File: src/rtl/core/tpcs_pkg.sv
// Package with the shared types and constants of the collinearity search.
`timescale 1ns / 1ps
package tpcs_pkg;
	localparam int CoordW = 16;
	localparam int DiffW = CoordW + 1;
	localparam int ProdW = 2 * DiffW;
	localparam int IdxOutW = 6;
	localparam int InDataW = 32;
	localparam int OutDataW = 24;

	typedef logic signed [DiffW-1:0] diff_t;
	typedef logic signed [ProdW-1:0] prod_t;

	typedef enum logic [3:0] {
		ST_LOAD,
		ST_P_RD,
		ST_P_WAIT,
		ST_A_RD,
		ST_A_WAIT,
		ST_B_RD,
		ST_B_WAIT,
		ST_MUL1,
		ST_MUL2,
		ST_OUT
	} seq_state_t;

	typedef struct packed {
		logic capture;
		logic use_b_pair;
	} cross_ctl_t;
endpackage

File: src/rtl/core/tpcs_store.sv
// Point memory: one write port and one registered read port.
`timescale 1ns / 1ps
module tpcs_store import tpcs_pkg::*; #(
	parameter int MAX_POINTS = 64
) (
	input  logic                          clk,
	input  logic                          wr_en,
	input  logic [$clog2(MAX_POINTS)-1:0] wr_addr,
	input  logic [InDataW-1:0]            wr_data,
	input  logic [$clog2(MAX_POINTS)-1:0] rd_addr,
	output logic [InDataW-1:0]            rd_data
);
	logic [InDataW-1:0] mem [MAX_POINTS];

	always_ff @(posedge clk) begin
		if (wr_en) begin
			mem[wr_addr] <= wr_data;
		end
		rd_data <= mem[rd_addr];
	end
endmodule

File: src/rtl/core/tpcs_cross.sv
// Shared multiplier: holds the first cross term and compares the second against it.
`timescale 1ns / 1ps
module tpcs_cross import tpcs_pkg::*; (
	input  logic       clk,
	input  cross_ctl_t ctl,
	input  diff_t      ax,
	input  diff_t      ay,
	input  diff_t      bx,
	input  diff_t      by,
	output logic       equal
);
	diff_t op_l;
	diff_t op_r;
	prod_t prod;
	prod_t first_q;

	// First pass forms ax*by, second pass forms ay*bx on the same multiplier.
	assign op_l = ctl.use_b_pair ? ay : ax;
	assign op_r = ctl.use_b_pair ? bx : by;
	assign prod = op_l * op_r;
	assign equal = (prod == first_q);

	always_ff @(posedge clk) begin
		if (ctl.capture) begin
			first_q <= prod;
		end
	end
endmodule

File: src/rtl/core/three_point_collinearity_search_top.sv
// Top level of the three-point collinearity search with its search sequencer.
//
//  Channel | Direction | Signals                    | Contents
//  s_*     | in        | s_tvalid s_tready s_tdata  | point_x [15:0], point_y [31:16]
//          |           | s_tlast                    | last_point
//  m_*     | out       | m_tvalid m_tready m_tdata  | found, pivot, second, third, overflow
//
// Points are taken one beat per cycle while the block is loading. The beat that
// carries tlast starts the search, during which the input is not ready. The
// search visits pivot p, partner a and partner b in load order; each (p, a, b)
// test runs through a memory read, a difference latch and two passes through
// the single shared multiplier. Each partner a and each pivot p is read, then
// latched, and then its inner loop is found exhausted. A search that finds
// nothing ends with a closing pivot check, after which the verdict moves into
// the output register. The verdict waits there until it is taken while the next
// set loads; a further verdict waits for that register to drain. Reset clears
// the sequencer, count, flags and output register; the point memory itself is
// never cleared.
`timescale 1ns / 1ps
module three_point_collinearity_search_top import tpcs_pkg::*; #(
	parameter int MAX_POINTS = 64
) (
	input  logic                clk,
	input  logic                arst_n,
	input  logic                s_tvalid,
	output logic                s_tready,
	input  logic [InDataW-1:0]  s_tdata,   // point_x [15:0], point_y [31:16]
	input  logic                s_tlast,   // last_point
	output logic                m_tvalid,
	input  logic                m_tready,
	output logic [OutDataW-1:0] m_tdata    // found [0], pivot_index [6:1],
	                                       // second_index [12:7], third_index [18:13],
	                                       // overflow [19], zeros [23:20]
);
	localparam int AW = $clog2(MAX_POINTS);
	localparam int IW = $clog2(MAX_POINTS + 2);

	seq_state_t state_q, state_nx;
	logic [IW-1:0] count_q, p_q, a_q, b_q;
	logic          dropped_q;
	logic          found_q;
	logic [IdxOutW-1:0] pi_q, ai_q, bi_q;
	logic [CoordW-1:0]  px_q, py_q;
	diff_t ax_q, ay_q, bx_q, by_q;

	logic                out_valid_q;
	logic [OutDataW-1:0] out_data_q;
	logic                out_free;

	logic [AW-1:0]      rd_addr;
	logic [InDataW-1:0] rd_data;
	logic               wr_en;
	logic               accept;
	cross_ctl_t         xctl;
	logic               equal;

	logic [IW-1:0] a_inc, a_nxt, b_inc, b_nxt, b_first;
	logic [IW+IdxOutW-1:0] p_ext, a_ext, b_ext;

	assign accept = s_tvalid && s_tready;
	assign wr_en = accept && (count_q < IW'(MAX_POINTS));

	// The output register can take a verdict when empty or when its beat leaves now.
	assign out_free = !out_valid_q || m_tready;

	// Partner indices step over the pivot.
	assign a_inc = a_q + IW'(1);
	assign a_nxt = (a_inc == p_q) ? a_q + IW'(2) : a_inc;
	assign b_inc = b_q + IW'(1);
	assign b_nxt = (b_inc == p_q) ? b_q + IW'(2) : b_inc;
	assign b_first = (a_inc == p_q) ? a_q + IW'(2) : a_inc;

	assign p_ext = {{IdxOutW{1'b0}}, p_q};
	assign a_ext = {{IdxOutW{1'b0}}, a_q};
	assign b_ext = {{IdxOutW{1'b0}}, b_q};

	tpcs_store #(.MAX_POINTS(MAX_POINTS)) u_store (
		.clk     (clk),
		.wr_en   (wr_en),
		.wr_addr (count_q[AW-1:0]),
		.wr_data (s_tdata),
		.rd_addr (rd_addr),
		.rd_data (rd_data)
	);

	tpcs_cross u_cross (
		.clk   (clk),
		.ctl   (xctl),
		.ax    (ax_q),
		.ay    (ay_q),
		.bx    (bx_q),
		.by    (by_q),
		.equal (equal)
	);

	// Next-state logic.
	always_comb begin
		state_nx = state_q;
		unique case (state_q)
			ST_LOAD: begin
				if (accept && s_tlast) state_nx = ST_P_RD;
			end
			ST_P_RD: begin
				state_nx = (p_q >= count_q) ? ST_OUT : ST_P_WAIT;
			end
			ST_P_WAIT: state_nx = ST_A_RD;
			ST_A_RD: begin
				state_nx = (a_q >= count_q) ? ST_P_RD : ST_A_WAIT;
			end
			ST_A_WAIT: state_nx = ST_B_RD;
			ST_B_RD: begin
				state_nx = (b_q >= count_q) ? ST_A_RD : ST_B_WAIT;
			end
			ST_B_WAIT: state_nx = ST_MUL1;
			ST_MUL1:   state_nx = ST_MUL2;
			ST_MUL2: begin
				state_nx = equal ? ST_OUT : ST_B_RD;
			end
			ST_OUT: begin
				if (out_free) state_nx = ST_LOAD;
			end
			default: state_nx = ST_LOAD;
		endcase
	end

	// Output decode of the sequencer.
	always_comb begin
		s_tready = 1'b0;
		rd_addr = p_q[AW-1:0];
		xctl = '0;
		unique case (state_q)
			ST_LOAD: s_tready = 1'b1;
			ST_P_RD: rd_addr = p_q[AW-1:0];
			ST_A_RD: rd_addr = a_q[AW-1:0];
			ST_B_RD: rd_addr = b_q[AW-1:0];
			ST_MUL1: xctl.capture = 1'b1;
			ST_MUL2: xctl.use_b_pair = 1'b1;
			default: ;
		endcase
	end

	always_ff @(posedge clk or negedge arst_n) begin
		if (!arst_n) begin
			state_q   <= ST_LOAD;
			count_q   <= '0;
			dropped_q <= 1'b0;
			found_q   <= 1'b0;
			p_q       <= '0;
			a_q       <= '0;
			b_q       <= '0;
		end else begin
			state_q <= state_nx;
			unique case (state_q)
				ST_LOAD: begin
					if (accept) begin
						if (wr_en) count_q <= count_q + IW'(1);
						else       dropped_q <= 1'b1;
					end
					found_q <= 1'b0;
					p_q <= '0;
				end
				ST_P_WAIT: begin
					a_q <= (p_q == '0) ? IW'(1) : '0;
				end
				ST_A_RD: begin
					if (a_q >= count_q) p_q <= p_q + IW'(1);
					else                b_q <= b_first;
				end
				ST_B_RD: begin
					if (b_q >= count_q) a_q <= a_nxt;
				end
				ST_MUL2: begin
					if (equal) found_q <= 1'b1;
					else       b_q <= b_nxt;
				end
				ST_OUT: begin
					if (out_free) begin
						count_q   <= '0;
						dropped_q <= 1'b0;
					end
				end
				default: ;
			endcase
		end
	end

	// Output register: a verdict that finds nothing carries zero indices.
	always_ff @(posedge clk or negedge arst_n) begin
		if (!arst_n) begin
			out_valid_q <= 1'b0;
			out_data_q  <= '0;
		end else begin
			if (state_q == ST_OUT && out_free) begin
				out_valid_q <= 1'b1;
				out_data_q  <= {4'b0000, dropped_q,
				                found_q ? bi_q : {IdxOutW{1'b0}},
				                found_q ? ai_q : {IdxOutW{1'b0}},
				                found_q ? pi_q : {IdxOutW{1'b0}},
				                found_q};
			end else if (m_tready) begin
				out_valid_q <= 1'b0;
			end
		end
	end

	// Datapath registers: coordinates, difference vectors and reported indices.
	always_ff @(posedge clk) begin
		unique case (state_q)
			ST_P_WAIT: begin
				px_q <= rd_data[CoordW-1:0];
				py_q <= rd_data[InDataW-1:CoordW];
			end
			ST_A_WAIT: begin
				ax_q <= diff_t'($signed({rd_data[CoordW-1], rd_data[CoordW-1:0]}))
				      - diff_t'($signed({px_q[CoordW-1], px_q}));
				ay_q <= diff_t'($signed({rd_data[InDataW-1], rd_data[InDataW-1:CoordW]}))
				      - diff_t'($signed({py_q[CoordW-1], py_q}));
			end
			ST_B_WAIT: begin
				bx_q <= diff_t'($signed({rd_data[CoordW-1], rd_data[CoordW-1:0]}))
				      - diff_t'($signed({px_q[CoordW-1], px_q}));
				by_q <= diff_t'($signed({rd_data[InDataW-1], rd_data[InDataW-1:CoordW]}))
				      - diff_t'($signed({py_q[CoordW-1], py_q}));
			end
			ST_MUL2: begin
				pi_q <= p_ext[IdxOutW-1:0];
				ai_q <= a_ext[IdxOutW-1:0];
				bi_q <= b_ext[IdxOutW-1:0];
			end
			default: ;
		endcase
	end

	assign m_tvalid = out_valid_q;
	assign m_tdata = out_data_q;
endmodule
File: config.mk
export PLATFORM = sky130hd
export DESIGN_NAME = three_point_collinearity_search_top
export DESIGN_NICKNAME = d
export VERILOG_FILES = /design/src/rtl/core/tpcs_pkg.sv /design/src/rtl/core/tpcs_store.sv /design/src/rtl/core/tpcs_cross.sv /design/src/rtl/core/three_point_collinearity_search_top.sv
export SDC_FILE = /design/constraint.sdc
export NUM_CORES = 2
export LEC_CHECK = 0
export BUFFER_PORTS_ARGS = -buffer_cell sky130_fd_sc_hd__buf_4
export CELL_PAD_IN_SITES_DETAIL_PLACEMENT = 1
export CELL_PAD_IN_SITES_GLOBAL_PLACEMENT = 2
export CORE_MARGIN = 2
export CORE_UTILIZATION = 48
export DETAILED_ROUTE_END_ITERATION = 10
export PLACE_DENSITY = 0.94
export SLEW_MARGIN = 20
export SYNTH_ARGS = -nofsm -noshare
export SYNTH_HDL_FRONTEND = slang
export SYNTH_SLANG_ARGS = --single-unit
File: constraint.sdc
create_clock -name clk -period 18.87 [get_ports clk]
set_input_delay 3.774 -clock clk [delete_from_list [all_inputs] [get_ports clk]]
set_output_delay 3.774 -clock clk [all_outputs]
set_load 0.03 [all_outputs]
==> metrics.csv <==
stage,metric,value,unit
placed_design,gpl congestion,0.8983,
critical_path,critical path class,reg -> reg,
clock_tree,clock sinks,2287,
synth,Synth top cells by count,"2381 x nand2_1, 2200 x edfxtp_1, 662 x nand3_1, 377 x inv_1, 372 x a311oi_1",
timing,RSZ-0062 raised after global routing,no,
die,die area,0.2200,mm2
synth,"Seq/Total Area, Yosys",65.57,%
critical_path,Crit Path Max Fanout,43,
die,Top Ports,63,
clock_tree,CTS buffer count,226,
critical_path,startpoint types,flip-flop,
timing,fmax,97.98,MHz
synth,#FFs+latches synth,2287,
synth,async set or reset register ratio after synthesis,2.405,%
layout,fill cell count,21530,
timing,Final min period,10.21,ns
die,Chip Width,469.1,um
critical_path,delay of the slowest cell on the worst path,0.63,ns
die,die height,469.1,um
synth,YS warnings,0,
synth,"top cells by area, synth","edfxtp_1 64%, nand2_1 8.6%, fa_1 5.7%",
timing,actual slew at the worst max-slew pin,1.236,ns
critical_path,Worst setup startpoint,state_q[3],
hold_path,Hold Crit Class,reg -> reg,
critical_path,Worst setup EP type,flip-flop,
synth,Mapped Avg Cell Area,12.22,um2
clock_tree,Post-CTS Setup Bufs,0,
drt,vias,71350,
drt,vias per inst,6.246,
layout,final net count,8868,
global_route,met3 usage,5.273,%
drt,# DRC,0,
clock_tree,clk_lat worst skew,0.88,ns
timing,# setup viols final,0,
drt,total iterations of the first detailed-routing run,5,
timing,final period utilization,54.08,%
die,row count,170,
hold_path,Worst Hold Path EP,py_q[9],
placed_design,hpwl dp,188800,um
drt,wire length per cell,28.57,um
global_route,GR Overflow Total,0,
synth,Yosys top cell area share,63.63,%
layout,Sequential Area,0.06808,mm2
global_route,initial antenna violation count,21,
drt,antenna-violating nets left,0,
clock_tree,CTS H-tree depth,4,
clock_tree,Bufs on Longest Clock Path,3,
critical_path,Worst Path Arrival,10.96,ns
layout,ratio of cells with drive above 1 in the final layout,7.495,%
layout,area occupied by multi-input gates,0.03266,mm2
critical_path,crit-path most repeated cell,fa_1,
clock_tree,CTS root buf,clkbuf_16,
synth,leading area contributor after synthesis,edfxtp_1,
synth,Mapped Area,0.1038,mm2
clock_tree,CTS tree,yes,
hold_path,HP Start,u_store.rd_data[25],
critical_path,Critical R2R Capture,b_q[2],
critical_path,FF-to-FF Start,state_q[3],
critical_path,FF-to-FF path depth,28,
timing,total negative slack,0,ns
critical_path,Worst EP required,19.63,ns
clock_tree,post_cts resized,0,
drt,drt initial violations,8090,
timing,Final Max Slew Viols,0,
synth,synth unique cells,92,
layout,Final Util,53.41,%
critical_path,register-to-register setup slack,8.66,ns
synth,most common cell in the netlist,nand2_1,
drt,DRT Wirelength,326400,um
timing,Slew Limit Headroom,17.08,%
flow_run,max_cap viols,0,
global_route,first-pass GRT wire length,483100,um
clock_tree,"Hold-fix buffers, CTS",0,
global_route,M1 GR Usage,37.52,%
global_route,busiest grt layer,met2,
critical_path,Worst path slowest cell,or4b_2,
synth,Syn Inst Count,8498,
outcome,status,"finished, final reports clean",
die,starting density of the core,48.33,%
hold_path,hold path depth,0,
synth,Post-synth EDFFs,2200,
clock_tree,Worst-path clk slew,0.06,ns
global_route,largest net degree at the start of global routing,134,
timing,Fin. Hold Viols,0,
layout,Synth-to-Final Area Change,10.51,%
global_route,met2 usage,49.04,%
synth,ys flop type,edfxtp_1,
die,Core Region,0.2148,mm2
placed_design,PortBufs,58,
timing,Clock Skew,0.03172,ns
global_route,vias in the first global route,76270,
global_route,GRT Total Usage,29.45,%
-- layout make-up --
cell class / instances / share of cell area, %
tap: 2838 / 3.095
sequential: 2287 / 59.33
multi-input combinational: 5294 / 28.47
antenna: 6 / 0.01309
timing repair buffer: 199 / 1.444
clock inverter: 142 / 1.263
clock buffer: 277 / 5.141
inverter: 380 / 1.243
-- per-layer routing --
layer,up-vias,routed length (um)
met5,-,145
met4,22,16350
met3,824,27640
met2,3455,158500
met1,36910,123800
li1,30140,-
-- metrics by stage --
step / setup WS (ns) / instances / hold slack, ns / cell area, um2
after global placement: 9.030 / 11000 / 0.4218 / 107400
after CTS: 8.702 / 11420 / 0.4387 / 114700
after floorplan: 9.818 / 8501 / 0.4082 / 103800
after global routing: 8.113 / 11420 / 0.4474 / 114700
final: 8.664 / 11420 / 0.4389 / 114700
after detailed placement: 8.710 / 11000 / 0.4230 / 107400
-- registers in the layout, indices dropped and copies added (netlist names), 17 cells and up --
register and cells:
by_q 17, ax_q 17, u_store.mem 2048, bx_q 17, m_tdata 20, u_cross.first_q 34, ay_q 17, u_store.rd_data 32
-- cell families (layout without fill, tap and decap cells) --
| group | Yosys count | count (layout) | synth area share (%) |
|---|---|---|---|
| flip-flops | 2287 | 2287 | 65.57 |
| adder cells (fa/ha/maj) | 443 | 443 | 7.493 |
| multiplexers | 15 | 15 | 0.1470 |
| other | 1 | 10 | 0.003612 |
| buffers and inverters | 920 | 998 | 3.551 |
| XOR/XNOR | 119 | 119 | 1.112 |
| AND/OR/NAND/NOR | 3773 | 3773 | 15.48 |
| AO/OA/AOI/OAI | 940 | 940 | 6.638 |
-- worst max-delay path, delay by kind of cell (launching register included) --
kind,cells,cell delay [ns]
adder cells (fa/ha/maj),7,3.41
AO/OA/AOI/OAI,5,1.44
XOR/XNOR,1,0.31
flip-flops,1,0.60
buffers and inverters,6,1.39
AND/OR/NAND/NOR,9,2.88
-- layout by cell type (no fill, tap or decap), drive strengths merged, types with 23 or more instances in the layout --
cell type,instances
nand2,2381
edfxtp,2200
fa,298
inv,387
a21oi,179
xor2,33
nor3,35
o21ai,61
buf,199
clkbuf,277
a211oi,93
bufinv,23
a21o,27
nand3,663
a31oi,126
a311oi,372
and2,36
dfxtp,32
dfrtp,55
ha,145
clkinv,103
xnor2,78
and3,240
nor2,319
-- how the worst max path moves through the flow --
| stage | endpoint |
|---|---|
| after floorplan | b_q[3] |
| after global placement | b_q[2] |
| after detailed placement | b_q[2] |
| after CTS | b_q[2] |
| after global routing | b_q[2] |
| final | b_q[2] |
Power is not shown: default switching activity piles up to over one toggle a cycle in this logic, so the estimate is an artifact.
